File: config.mk
export PLATFORM = sky130hd
export DESIGN_NAME = rtf_token_scanner_top
export DESIGN_NICKNAME = d
export VERILOG_FILES = /design/src/rtfts_pkg.sv /design/src/rtfts_core.sv /design/src/rtf_token_scanner_top.sv
export VERILOG_INCLUDE_DIRS = /design/src /design/src/src
export SDC_FILE = /design/constraint.sdc
export NUM_CORES = 1
export LEC_CHECK = 0
export BUFFER_PORTS_ARGS = -buffer_cell sky130_fd_sc_hd__buf_2
export CAP_MARGIN = 20
export CORE_AREA = 2 2 86 88
export DETAILED_ROUTE_END_ITERATION = 6
export DIE_AREA = 0 0 88 90
export SLEW_MARGIN = 10
export SYNTH_ARGS = -nofsm -noshare
export SYNTH_HDL_FRONTEND = slang
export SYNTH_SLANG_ARGS = --single-unit
File: constraint.sdc
create_clock -name aclk -period 4.1 [get_ports aclk]
set_input_delay 0.41 -clock aclk [delete_from_list [all_inputs] [get_ports aclk]]
set_output_delay 0.41 -clock aclk [all_outputs]
set_load 0.01 [all_outputs]
File: src/rtf_token_scanner_top_defines.svh
// assertion macros for the rtf token scanner
// used by rtf_token_scanner_top; relies on aclk and aresetn in scope
`ifndef RTF_TOKEN_SCANNER_TOP_DEFINES_SVH
`define RTF_TOKEN_SCANNER_TOP_DEFINES_SVH

// implication checked at every clock edge while out of reset
`define RTS_ASSERT_IMPL(label, cond, prop, msg) \
    label: assert property (@(posedge aclk) disable iff (!aresetn) (cond) |-> (prop)) \
        else $error(msg);

// implication checked on the cycle after the condition
`define RTS_ASSERT_NEXT(label, cond, prop, msg) \
    label: assert property (@(posedge aclk) disable iff (!aresetn) (cond) |=> (prop)) \
        else $error(msg);

`endif

File: src/rtfts_pkg.sv
// shared types and constants of the rtf token scanner
// used by rtfts_core and rtf_token_scanner_top; no dependencies
package rtfts_pkg;

    // event codes carried on the result channel
    localparam logic [3:0] EV_OPEN  = 4'd0;
    localparam logic [3:0] EV_CLOSE = 4'd1;
    localparam logic [3:0] EV_SYM   = 4'd2;
    localparam logic [3:0] EV_WCHAR = 4'd3;
    localparam logic [3:0] EV_PCHAR = 4'd4;
    localparam logic [3:0] EV_WEND  = 4'd5;
    localparam logic [3:0] EV_TCHAR = 4'd6;
    localparam logic [3:0] EV_TEND  = 4'd7;
    localparam logic [3:0] EV_EOF   = 4'd8;

    // special characters
    localparam logic [7:0] CH_NONE   = 8'd0;
    localparam logic [7:0] CH_SPACE  = 8'd32;
    localparam logic [7:0] CH_MINUS  = 8'd45;
    localparam logic [7:0] CH_BSLASH = 8'd92;
    localparam logic [7:0] CH_LBRACE = 8'd123;
    localparam logic [7:0] CH_RBRACE = 8'd125;

    // decode of one word: up to two events in order
    typedef struct packed {
        logic [1:0] count;
        logic [3:0] ev0;
        logic [7:0] ch0;
        logic [3:0] ev1;
        logic [7:0] ch1;
    } decode_t;

endpackage

File: src/rtfts_core.sv
// scanner mode register and per-word event decode
// depends on rtfts_pkg
module rtfts_core (
    input  logic              aclk,
    input  logic              aresetn,
    input  logic [7:0]        in_byte,
    input  logic              end_of_input,
    input  logic              advance,
    output rtfts_pkg::decode_t dec
);

    typedef enum logic [2:0] {
        MODE_IDLE,
        MODE_BSL,
        MODE_NAME,
        MODE_PARAM,
        MODE_TEXT
    } mode_t;

    mode_t mode_reg;
    mode_t mode_next;

    // prefix event (decoded from the current mode) and the idle rescan of the byte
    logic       pre_valid;
    logic [3:0] pre_ev;
    logic [7:0] pre_ch;
    logic       rescan;
    logic       idl_valid;
    logic [3:0] idl_ev;
    logic [7:0] idl_ch;
    mode_t      idl_mode;

    logic is_ws;
    logic is_letter;
    logic is_digit;

    // character classes, ascii only
    always_comb begin
        is_ws     = (in_byte == rtfts_pkg::CH_SPACE) || (in_byte >= 8'd9 && in_byte <= 8'd13);
        is_letter = (in_byte >= 8'd65 && in_byte <= 8'd90) ||
                    (in_byte >= 8'd97 && in_byte <= 8'd122);
        is_digit  = (in_byte >= 8'd48 && in_byte <= 8'd57);
    end

    // scan of the byte from idle
    always_comb begin
        idl_valid = 1'b1;
        idl_ev    = rtfts_pkg::EV_TCHAR;
        idl_ch    = in_byte;
        idl_mode  = MODE_TEXT;
        priority if (is_ws) begin
            idl_valid = 1'b0;
            idl_mode  = MODE_IDLE;
        end else if (in_byte == rtfts_pkg::CH_BSLASH) begin
            idl_valid = 1'b0;
            idl_mode  = MODE_BSL;
        end else if (in_byte == rtfts_pkg::CH_LBRACE) begin
            idl_ev   = rtfts_pkg::EV_OPEN;
            idl_ch   = rtfts_pkg::CH_NONE;
            idl_mode = MODE_IDLE;
        end else if (in_byte == rtfts_pkg::CH_RBRACE) begin
            idl_ev   = rtfts_pkg::EV_CLOSE;
            idl_ch   = rtfts_pkg::CH_NONE;
            idl_mode = MODE_IDLE;
        end else begin
            idl_mode = MODE_TEXT;
        end
    end

    // main decode by mode
    always_comb begin
        pre_valid = 1'b0;
        pre_ev    = rtfts_pkg::EV_EOF;
        pre_ch    = rtfts_pkg::CH_NONE;
        rescan    = 1'b0;
        mode_next = mode_reg;
        if (end_of_input) begin
            // close pending token, then end of file
            mode_next = MODE_IDLE;
            unique case (mode_reg)
                MODE_TEXT: begin
                    pre_valid = 1'b1;
                    pre_ev    = rtfts_pkg::EV_TEND;
                end
                MODE_NAME, MODE_PARAM: begin
                    pre_valid = 1'b1;
                    pre_ev    = rtfts_pkg::EV_WEND;
                end
                default: pre_valid = 1'b0;
            endcase
        end else begin
            unique case (mode_reg)
                MODE_BSL: begin
                    pre_valid = 1'b1;
                    pre_ch    = in_byte;
                    priority if (is_letter) begin
                        mode_next = MODE_NAME;
                        pre_ev    = rtfts_pkg::EV_WCHAR;
                    end else if (is_digit) begin
                        mode_next = MODE_PARAM;
                        pre_ev    = rtfts_pkg::EV_PCHAR;
                    end else begin
                        mode_next = MODE_IDLE;
                        pre_ev    = rtfts_pkg::EV_SYM;
                    end
                end
                MODE_NAME: begin
                    pre_valid = 1'b1;
                    priority if (is_letter) begin
                        pre_ev = rtfts_pkg::EV_WCHAR;
                        pre_ch = in_byte;
                    end else if (in_byte == rtfts_pkg::CH_SPACE) begin
                        mode_next = MODE_IDLE;
                        pre_ev    = rtfts_pkg::EV_WEND;
                        pre_ch    = rtfts_pkg::CH_SPACE;
                    end else if (is_digit || in_byte == rtfts_pkg::CH_MINUS) begin
                        mode_next = MODE_PARAM;
                        pre_ev    = rtfts_pkg::EV_PCHAR;
                        pre_ch    = in_byte;
                    end else begin
                        pre_ev = rtfts_pkg::EV_WEND;
                        rescan = 1'b1;
                    end
                end
                MODE_PARAM: begin
                    pre_valid = 1'b1;
                    priority if (is_letter || is_digit) begin
                        pre_ev = rtfts_pkg::EV_PCHAR;
                        pre_ch = in_byte;
                    end else if (in_byte == rtfts_pkg::CH_SPACE) begin
                        mode_next = MODE_IDLE;
                        pre_ev    = rtfts_pkg::EV_WEND;
                        pre_ch    = rtfts_pkg::CH_SPACE;
                    end else begin
                        pre_ev = rtfts_pkg::EV_WEND;
                        rescan = 1'b1;
                    end
                end
                MODE_TEXT: begin
                    pre_valid = 1'b1;
                    if (in_byte == rtfts_pkg::CH_BSLASH || in_byte == rtfts_pkg::CH_LBRACE ||
                        in_byte == rtfts_pkg::CH_RBRACE) begin
                        pre_ev = rtfts_pkg::EV_TEND;
                        rescan = 1'b1;
                    end else begin
                        pre_ev = rtfts_pkg::EV_TCHAR;
                        pre_ch = in_byte;
                    end
                end
                default: rescan = 1'b1;
            endcase
            if (rescan) begin
                mode_next = idl_mode;
            end
        end
    end

    // order the events: prefix first, then eof or rescan result
    always_comb begin
        dec.ev1 = rtfts_pkg::EV_EOF;
        dec.ch1 = rtfts_pkg::CH_NONE;
        if (end_of_input) begin
            if (pre_valid) begin
                dec.count = 2'd2;
                dec.ev0   = pre_ev;
                dec.ch0   = pre_ch;
            end else begin
                dec.count = 2'd1;
                dec.ev0   = rtfts_pkg::EV_EOF;
                dec.ch0   = rtfts_pkg::CH_NONE;
            end
        end else if (pre_valid) begin
            dec.ev0   = pre_ev;
            dec.ch0   = pre_ch;
            dec.ev1   = idl_ev;
            dec.ch1   = idl_ch;
            dec.count = (rescan && idl_valid) ? 2'd2 : 2'd1;
        end else begin
            dec.ev0   = idl_ev;
            dec.ch0   = idl_ch;
            dec.count = (rescan && idl_valid) ? 2'd1 : 2'd0;
        end
    end

    // scanner mode
    always_ff @(posedge aclk) begin
        if (!aresetn) begin
            mode_reg <= MODE_IDLE;
        end else if (advance) begin
            mode_reg <= mode_next;
        end
    end

endmodule

File: src/rtf_token_scanner_top.sv
// rtf token scanner: one input byte per cycle while the result channel takes events and no second
// event is held; up to two events per byte. Path: input register, then result register
// a byte with two events holds the input while its second event drains from the hold register
// reset: synchronous aresetn clears all valid flags and returns the scanner to idle
`include "rtf_token_scanner_top_defines.svh"

module rtf_token_scanner_top (
    input  logic       aclk,
    input  logic       aresetn,
    input  logic       s_tvalid,
    output logic       s_tready,
    input  logic [7:0] s_tdata,   // [7:0] in_byte
    input  logic       s_tuser,   // [0] end_of_input
    output logic       m_tvalid,
    input  logic       m_tready,
    output logic [7:0] m_tdata,   // [7:0] out_char
    output logic [3:0] m_tuser,   // [3:0] event_res
    output logic       m_tlast
);

    // input register
    logic       in_valid_reg;
    logic [7:0] in_byte_reg;
    logic       in_eoi_reg;

    // result register and second-event hold register
    logic       out_valid_reg;
    logic [3:0] out_event_reg;
    logic [7:0] out_char_reg;
    logic       out_last_reg;
    logic       pend_valid_reg;
    logic [3:0] pend_event_reg;
    logic [7:0] pend_char_reg;

    rtfts_pkg::decode_t dec;
    logic               out_free;
    logic               consume;

    rtfts_core u_core (
        .aclk         (aclk),
        .aresetn      (aresetn),
        .in_byte      (in_byte_reg),
        .end_of_input (in_eoi_reg),
        .advance      (consume),
        .dec          (dec)
    );

    // a word leaves the input register when its events fit
    assign out_free = !out_valid_reg || m_tready;
    assign consume  = in_valid_reg && !pend_valid_reg && ((dec.count == 2'd0) || out_free);
    assign s_tready = !in_valid_reg || consume;

    // input register
    always_ff @(posedge aclk) begin
        if (!aresetn) begin
            in_valid_reg <= 1'b0;
        end else if (s_tready) begin
            in_valid_reg <= s_tvalid;
        end
        if (s_tready && s_tvalid) begin
            in_byte_reg <= s_tdata;
            in_eoi_reg  <= s_tuser;
        end
    end

    // result register, fed from the hold register first
    always_ff @(posedge aclk) begin
        if (!aresetn) begin
            out_valid_reg  <= 1'b0;
            pend_valid_reg <= 1'b0;
        end else begin
            if (pend_valid_reg && out_free) begin
                out_valid_reg  <= 1'b1;
                pend_valid_reg <= 1'b0;
            end else if (consume && dec.count != 2'd0) begin
                out_valid_reg  <= 1'b1;
                pend_valid_reg <= (dec.count == 2'd2);
            end else if (m_tready) begin
                out_valid_reg <= 1'b0;
            end
        end
        if (pend_valid_reg && out_free) begin
            out_event_reg <= pend_event_reg;
            out_char_reg  <= pend_char_reg;
            out_last_reg  <= 1'b1;
        end else if (consume && dec.count != 2'd0) begin
            out_event_reg <= dec.ev0;
            out_char_reg  <= dec.ch0;
            out_last_reg  <= (dec.count == 2'd1);
        end
        if (consume && dec.count == 2'd2) begin
            pend_event_reg <= dec.ev1;
            pend_char_reg  <= dec.ch1;
        end
    end

    assign m_tvalid = out_valid_reg;
    assign m_tdata  = out_char_reg;
    assign m_tuser  = out_event_reg;
    assign m_tlast  = out_last_reg;

    // checks
    `RTS_ASSERT_IMPL(a_pend_behind_out, pend_valid_reg, out_valid_reg, "held event without result")
    `RTS_ASSERT_IMPL(a_no_consume_pend, pend_valid_reg, !consume, "word taken while event held")
    `RTS_ASSERT_NEXT(a_two_events_hold, consume && dec.count == 2'd2, pend_valid_reg,
                     "second event not held")
    `RTS_ASSERT_IMPL(a_eof_is_last, out_valid_reg && out_event_reg == rtfts_pkg::EV_EOF,
                     out_last_reg, "end of file not marked last")

endmodule

==> impl_metrics.ini, run 1 <==
[outcome]
status = finished clean

[layout]
final_common_cell = edfxtp_1
drive_gt1_frac = 0.204
syn_to_final_growth_pct = 12.9
final_cell_mix = edfxtp_1 (32), buf_2 (27), nand2_1 (18), nor2_1 (18), and2_1 (10)
diodes = 0
nFillCells = 726
instances_no_fill = 334
fin_area_um2 = 2510
final_nets = 248

[yosys]
yosysWarningCount = 0
async_flop_share = 0
yosysTopAreaCellShare = 0.431
syn_area_per_cell_um2 = 10.6
ys_seq_elements = 39
synth_cell_type_count = 57
synthCells = 211
yosysSeqAreaShare = 0.494
synth_edf_count = 32
yosys-top-cells-area = edfxtp_1 (43%), dfxtp_1 (6.3%), nand2_1 (3.0%)
syn-num-nets = 225
yosys.area.top_type = edfxtp_1
synthFlopType = edfxtp_1
syn_area_um2 = 2230

[clocking]
cts_root_buf = clkbuf_8
cts_setup_buffers = 0
cts_inserted_buffers = 5
clockBufferDepth = 2
hold_buffers = 0
cts_tree = built
clock_latency_ps = 290
clk_pin_slew_ps = 70
cts-resized-gates = 0
h-tree-depth = 2
cts.sinks = 39

[grt]
grt_pass1_wl_mm = 8.23
globalRouteOverflowTotal = 0
grt_pass1_vias = 1614
grt_antenna_before_repair = 0
grt_max_degree = 17
track_usage = 0.134

[sta]
hold_violations = 0
fmax_ghz = 0.279
finalMaxSlewViolations = 0
worst_hold_slack_ps = 289
period_needed_ps = 3590
tightestPinTransition_ps = 713
finalClockSkew_ps = 3.75
finalSetupViolations = 0
slew-limit-headroom = 0.524
post-route-period-util = 0.875
finalSetupTns_ps = 0
rsz0062_at_grt = no
timing.final.ws_setup_ps = 511

[floorplanning]
initial_utilization = 0.317
row_count = 31
die_w_um = 88
die_area_um2 = 7920
core-area_um2 = 7020
die-height_um = 90
pin_count = 28

[flow_run]
maxCapViolations = 0

[placement]
io_buffers = 27
dp_cells = 326
hpwl_mm = 3.68
pre_cts_slack_ps = 670
dpl_cell_area_um2 = 2430
gp_congestion = 0.868

[setup_path]
crit_buf_inv = 1
end_kind = primary output
critPathSlowestCell = o21ai_1
crit_family = simple AND/OR/NAND/NOR gates
crit_required_ps = 3690
path_cells = nor3b_2 -> and3_1 -> and4b_4 -> o21a_1 -> ha_1 -> nor3_1 -> o21ai_1 -> nand2_1 -> buf_2
startpoint_type = flip-flop
worstPathArrival_ps = 3180
worst-path-max-fanout = 9
critPathMaxStageDelay_ps = 520
crit_type = flip-flop to primary output

[route]
ant_nets = 0
totalWireLength_mm = 4.98
dr.pass1.iters = 5
drtIter0Drc = 128
vias = 1745
routedWlPerCell_um = 14.9
drc = 0
via_per_inst = 5.22

[power]
p_per_area_nw_per_um2 = 331
p_leak_nw = 0.885
intPower_w = 0.000618
clockPowerShare = 0.301
irDropWorstVdd_uv = 128
switching_share = 0.258
p_sw_w = 0.000214
p_comb_frac = 0.131
p_seq_frac = 0.568

[min_path]
hp-class = primary input to flip-flop
## final timing paths
kind | to | slack (ps) | from | depth (start not counted)
worst max-delay path | s_tready | 510 | in_byte_reg[6] | 9
worst min-delay path | in_byte_reg[0] | 290 | s_tdata[0] | 1
worst max register to register | in_eoi_reg | 630 | in_byte_reg[2] | 9
worst min register to register | m_tuser[3] | 530 | pend_event_reg[3] | 2
## kinds of logic after synthesis
kind of cell / after synthesis / share of synthesized area
buffers and inverters: 16 / 0.0359
adder cells (fa/ha/maj): 2 / 0.0101
XOR/XNOR: 2 / 0.00786
AND/OR/NAND/NOR: 101 / 0.260
flip-flops: 39 / 0.494
AO/OA/AOI/OAI: 51 / 0.192
## metal layers
metal | vias to the layer above | global-route usage | share of wire
li1 | 849 | - | -
met2 | 63 | 0.202 | 0.46
met5 | - | 0 | 0
met4 | 0 | 0.0397 | 0.015
met3 | 8 | 0.0340 | 0.051
met1 | 825 | 0.187 | 0.47
## through the flow
step | total power, W | utilization
2_1_floorplan | 0.000554 | -
3_3_place_gp | 0.000589 | 0.347
3_5_place_dp | 0.000591 | 0.347
4_1_cts | 0.000841 | 0.358
5_1_grt | 0.000875 | 0.358
6_report | 0.000833 | 0.358
## area by class of cell
| type | count | area [um2] | area share |
|---|---|---|---|
| flip-flops and latches | 39 | 1100 | 0.438 |
| clock inverters | 1 | 5.00 | 0.00199 |
| repair buffers | 29 | 150 | 0.0597 |
| clock buffers | 7 | 76.3 | 0.0303 |
| well taps | 99 | 124 | 0.0493 |
| inverters | 3 | 11.3 | 0.00448 |
| multi-input cells | 156 | 1050 | 0.416 |
## Yosys cell counts (all sizes together), types with 6 or more instances
cell type and n:
clkbuf 7, nor2 18, buf 6, and2 10, o211ai 6, o21ai 7, nor3 7, dfxtp 7
edfxtp 32, nand2 18, nor2b 8, nand4 7
## power by group through the flow
| stage | sequential (W) | combinational, W | clock, W |
|---|---|---|---|
| final | 0.000473 | 0.000109 | 0.000251 |
| after global routing | 0.000477 | 0.000121 | 0.000277 |
| after CTS | 0.000473 | 0.000109 | 0.000258 |
| after detailed placement | 0.000482 | 0.000109 | 0 |
| after global placement | 0.000481 | 0.000108 | 0 |
| after floorplan | 0.000477 | 0.0000771 | 0 |
Power figures use the tool's default switching activity.
==> run 2, diff against run 1 <==
--- a/config.mk
+++ b/config.mk
@@ -8,9 +8,9 @@
 export LEC_CHECK = 0
 export BUFFER_PORTS_ARGS = -buffer_cell sky130_fd_sc_hd__buf_2
 export CAP_MARGIN = 20
-export CORE_AREA = 2 2 86 88
+export CORE_AREA = 2 2 90 83
 export DETAILED_ROUTE_END_ITERATION = 6
-export DIE_AREA = 0 0 88 90
+export DIE_AREA = 0 0 92 85
 export SLEW_MARGIN = 10
 export SYNTH_ARGS = -nofsm -noshare
 export SYNTH_HDL_FRONTEND = slang
==> run 2 against run 1 <==
  * Clock power down 4%
  * Setup slack worse by 2.9 ps
  * Design area down 0.15%
  * First-iteration DRC count up 34%
  * Maximum frequency about the same
  * Die area down 1.3%
  * Hold slack better by 2.8 ps
  * Non-clock buffer count up 1
  * Critical path depth unchanged
  * Cell count down 1.8%
  * Clock-buffer cell count down 2
  * Sequential share of layout area up 0.065 points
  * Critical endpoint unchanged
  * Largest power group unchanged
  * Highest routed layer unchanged
==> impl_metrics.ini, run 2 (synthesized netlist as in run 1, its figures left out) <==
[grt]
grt_antenna_before_repair = 0
track_usage = 0.130
grt_pass1_wl_mm = 8.09
grt_max_degree = 17
globalRouteOverflowTotal = 0
grt_pass1_vias = 1610

[route]
drtIter0Drc = 172
totalWireLength_mm = 4.88
drc = 0
ant_nets = 0
via_per_inst = 5.29
vias = 1736
routedWlPerCell_um = 14.9
dr.pass1.iters = 6

[sta]
post-route-period-util = 0.876
finalSetupViolations = 0
tightestPinTransition_ps = 737
worst_hold_slack_ps = 292
finalClockSkew_ps = 2.26
rsz0062_at_grt = no
hold_violations = 0
finalMaxSlewViolations = 0
period_needed_ps = 3590
fmax_ghz = 0.278
slew-limit-headroom = 0.508
finalSetupTns_ps = 0

[placement]
gp_congestion = 0.893
hpwl_mm = 3.56
io_buffers = 27

[floorplanning]
row_count = 29
core-area_um2 = 6890
initial_utilization = 0.323
pin_count = 28
die_w_um = 92
die-height_um = 85
die_area_um2 = 7820

[setup_path]
reg2reg_to = in_byte_reg[2]
reg2reg_depth = 9
cp-startpoint = in_byte_reg[7]
worst-path-max-fanout = 9
crit_end = s_tready
crit_required_ps = 3690
reg2reg_from = in_byte_reg[2]
end_kind = primary output
startpoint_type = flip-flop
worstPathArrival_ps = 3180
ff2ff_setup_slack_ps = 620
crit_type = flip-flop to primary output

[layout]
multi_input_area_um2 = 1050
drive_gt1_frac = 0.209
nFillCells = 716
syn_to_final_growth_pct = 12.7
diodes = 0
final_cell_mix = edfxtp_1 (32), buf_2 (27), nand2_1 (18), nor2_1 (18), and2_1 (10)
ff_latch_area_um2 = 1100
final_common_cell = edfxtp_1
final_nets = 249

[clocking]
clock_latency_ps = 290
clockBufferDepth = 2
clk_pin_slew_ps = 70
h-tree-depth = 2
cts_setup_buffers = 0
cts-resized-gates = 0
cts_inserted_buffers = 5
hold_buffers = 0
cts_root_buf = clkbuf_8
cts_tree = built
cts.sinks = 39

[outcome]
status = finished clean

[power]
p_per_area_nw_per_um2 = 328
p_leak_nw = 0.889
irDropWorstVdd_uv = 164

[flow_run]
maxCapViolations = 0

[min_path]
hp-class = primary input to flip-flop
==> run 2: cell types whose count changed in the layout (fill, tap and decap cells not counted) <==
| cell | before | now |
|---|---|---|
| buf_4 | 2 | 3 |
| clkbuf_1 | 2 | 0 |
| clkinv_1 | 0 | 1 |
==> run 2: final cells by class <==
class,instances,share of cell area
sequential,39,0.438
multi-input combinational,156,0.417
timing repair buffer,30,0.0628
clock buffer,5,0.0274
clock inverter,2,0.00349
tap,93,0.0463
inverter,3,0.00448
==> run 2: stage by stage <==
step	instance area (um2)	util	total power, W	cells	setup slack, ps
2_1_floorplan	2230	-	0.000554	211	462
3_3_place_gp	2430	0.353	0.000590	321	760
3_5_place_dp	2430	0.353	0.000591	321	604
4_1_cts	2510	0.364	0.000832	328	498
5_1_grt	2510	0.364	0.000865	328	208
6_report	2510	0.364	0.000825	328	508
==> run 2: layer usage <==
metal | global-route usage | routed length [um] | up-vias
met3 | 0.0329 | 261 | 19
met1 | 0.187 | 2430 | 794
met5 | 0 | 0 | -
met4 | 0.0597 | 163 | 0
li1 | - | - | 854
met2 | 0.184 | 2030 | 69
==> run 2: how the worst min path moves through the flow <==
stage / start / endpoint / slack (ps) / cells past startpoint
final: s_tuser / in_eoi_reg / 290 / 1
after global routing: s_tdata[0] / in_byte_reg[0] / 280 / 1
after CTS: s_tuser / in_eoi_reg / 290 / 1
after detailed placement: in_valid_reg / in_valid_reg / 520 / 2
after global placement: pend_event_reg[3] / m_tuser[3] / 510 / 2
after floorplan: in_valid_reg / in_valid_reg / 490 / 2
==> run 2: report_power, final <==
group          switching [W]  total (W)  internal, W  leakage, nW
Clock               0.000129   0.000242     0.000113       0.0414
Combinational      0.0000627   0.000111    0.0000479        0.473
Sequential         0.0000199   0.000472     0.000452        0.375
Total               0.000212   0.000825     0.000613        0.889
==> run 2: worst max-delay path: stages (launching register included) <==
cell,delay (ps)
edfxtp_1,500
nor3b_2,440
and3_1,300
and4b_4,240
o21a_1,220
ha_1,300
nor3_1,70
o21ai_1,510
nand2_1,140
buf_2,170
==> run 3, diff against run 2 <==
--- a/config.mk
+++ b/config.mk
@@ -11,6 +11,8 @@
 export CORE_AREA = 2 2 90 83
 export DETAILED_ROUTE_END_ITERATION = 6
 export DIE_AREA = 0 0 92 85
+export RECOVER_POWER = 25
+export SKIP_CTS_REPAIR_TIMING = 1
 export SLEW_MARGIN = 10
 export SYNTH_ARGS = -nofsm -noshare
 export SYNTH_HDL_FRONTEND = slang
==> run 3 against run 2 <==
  * Global-route usage is the same
  * Cell count is the same
  * Die area is the same
  * Critical endpoint unchanged
  * Sequential share of layout area grew 0.26 points
  * Largest power group unchanged
  * Sequential cell count is the same
==> impl_metrics.ini, run 3 (synthesized netlist as in run 1, its figures left out) <==
[floorplanning]
die_w_um = 92
die_area_um2 = 7820
initial_utilization = 0.323
pin_count = 28
core-area_um2 = 6890
row_count = 29
die-height_um = 85

[setup_path]
worstPathArrival_ps = 3180
startpoint_type = flip-flop
end_kind = primary output
cp-startpoint = in_byte_reg[2]
worst-path-max-fanout = 16
crit_required_ps = 3690
crit_end = s_tready
ff2ff_setup_slack_ps = 620
reg2reg_from = in_byte_reg[2]
crit_type = flip-flop to primary output
reg2reg_depth = 9
reg2reg_to = in_byte_reg[2]

[route]
drc = 0
drtIter0Drc = 177
vias = 1731
via_per_inst = 5.28
totalWireLength_mm = 4.89
dr.pass1.iters = 6
ant_nets = 0
routedWlPerCell_um = 14.9

[clocking]
cts_tree = built
cts_root_buf = clkbuf_8
cts_inserted_buffers = 5
h-tree-depth = 2
clock_latency_ps = 290
cts.sinks = 39
clk_pin_slew_ps = 70
clockBufferDepth = 2

[layout]
fin_util = 0.362
diodes = 0
syn_to_final_growth_pct = 12.0
final_cell_mix = edfxtp_1 (32), nand2_1 (18), nor2_1 (18), buf_2 (15), clkbuf_1 (12)
instances_no_fill = 328
final_nets = 249
final_common_cell = edfxtp_1
drive_gt1_frac = 0.157

[sta]
finalMaxSlewViolations = 0
fmax_ghz = 0.278
finalSetupTns_ps = 0
hold_violations = 0
finalSetupViolations = 0
rsz0062_at_grt = no
tightestPinTransition_ps = 740
slew-limit-headroom = 0.505
finalClockSkew_ps = 2.33
post-route-period-util = 0.877
period_needed_ps = 3590

[power]
p_per_area_nw_per_um2 = 329
p_total_w = 0.000822
p_leak_nw = 0.854
irDropWorstVdd_uv = 163

[min_path]
hp-class = primary input to flip-flop

[flow_run]
maxCapViolations = 0

[placement]
gp_congestion = 0.893
hpwl_mm = 3.56
io_buffers = 27
dp_cells = 321

[outcome]
status = finished clean

[grt]
track_usage = 0.130
grt_pass1_vias = 1610
grt_antenna_before_repair = 0
grt_pass1_wl_mm = 8.09
globalRouteOverflowTotal = 0
grt_max_degree = 17
## run 3: per-layer routing
metal,global-route usage,part of all wire,wire length (um),vias to the layer above
li1,-,-,-,855
met5,0,0,0,-
met3,0.0329,0.047,230,17
met1,0.187,0.50,2460,804
met2,0.184,0.42,2060,55
met4,0.0597,0.029,144,0
## run 3: worst min-delay path by stage
stage / from / end / slack (ps) / cells after the start
2_1_floorplan: in_valid_reg / in_valid_reg / 490 / 2
3_3_place_gp: pend_event_reg[3] / m_tuser[3] / 510 / 2
3_5_place_dp: in_valid_reg / in_valid_reg / 520 / 2
4_1_cts: s_tuser / in_eoi_reg / 290 / 1
5_1_grt: s_tdata[0] / in_byte_reg[0] / 280 / 1
6_report: s_tuser / in_eoi_reg / 290 / 1
## run 3: layout make-up
type | instances | area (um2)
clock buffers | 5 | 68.8
clock inverters | 2 | 8.76
well taps | 93 | 116
fillers | 721 | 4400
flip-flops and latches | 39 | 1100
repair buffers | 30 | 143
multi-input cells | 156 | 1050
inverters | 3 | 11.3
## run 3: through the flow
stage	hold slack (ps)	setup slack, ps	cell area (um2)
final	292	506	2500
after detailed placement	516	604	2430
after floorplan	487	462	2230
after global routing	283	208	2500
after global placement	515	760	2430
after CTS	290	498	2510
## run 3: critical path, cell delays in order (launching register included)
cell      delay (ps)
edfxtp_1         590
or3_4            460
o221ai_4         240
and4b_4          300
o21a_1           180
ha_1             250
nor3_1           310
o21ai_1          270
nand2_1          150
buf_2            140
## run 3: where the power goes
group          internal (W)  leakage, nW  switching, W
combinational     0.0000453        0.438     0.0000628
clock              0.000113       0.0414      0.000129
sequential         0.000452        0.375     0.0000201
total              0.000610        0.854      0.000212
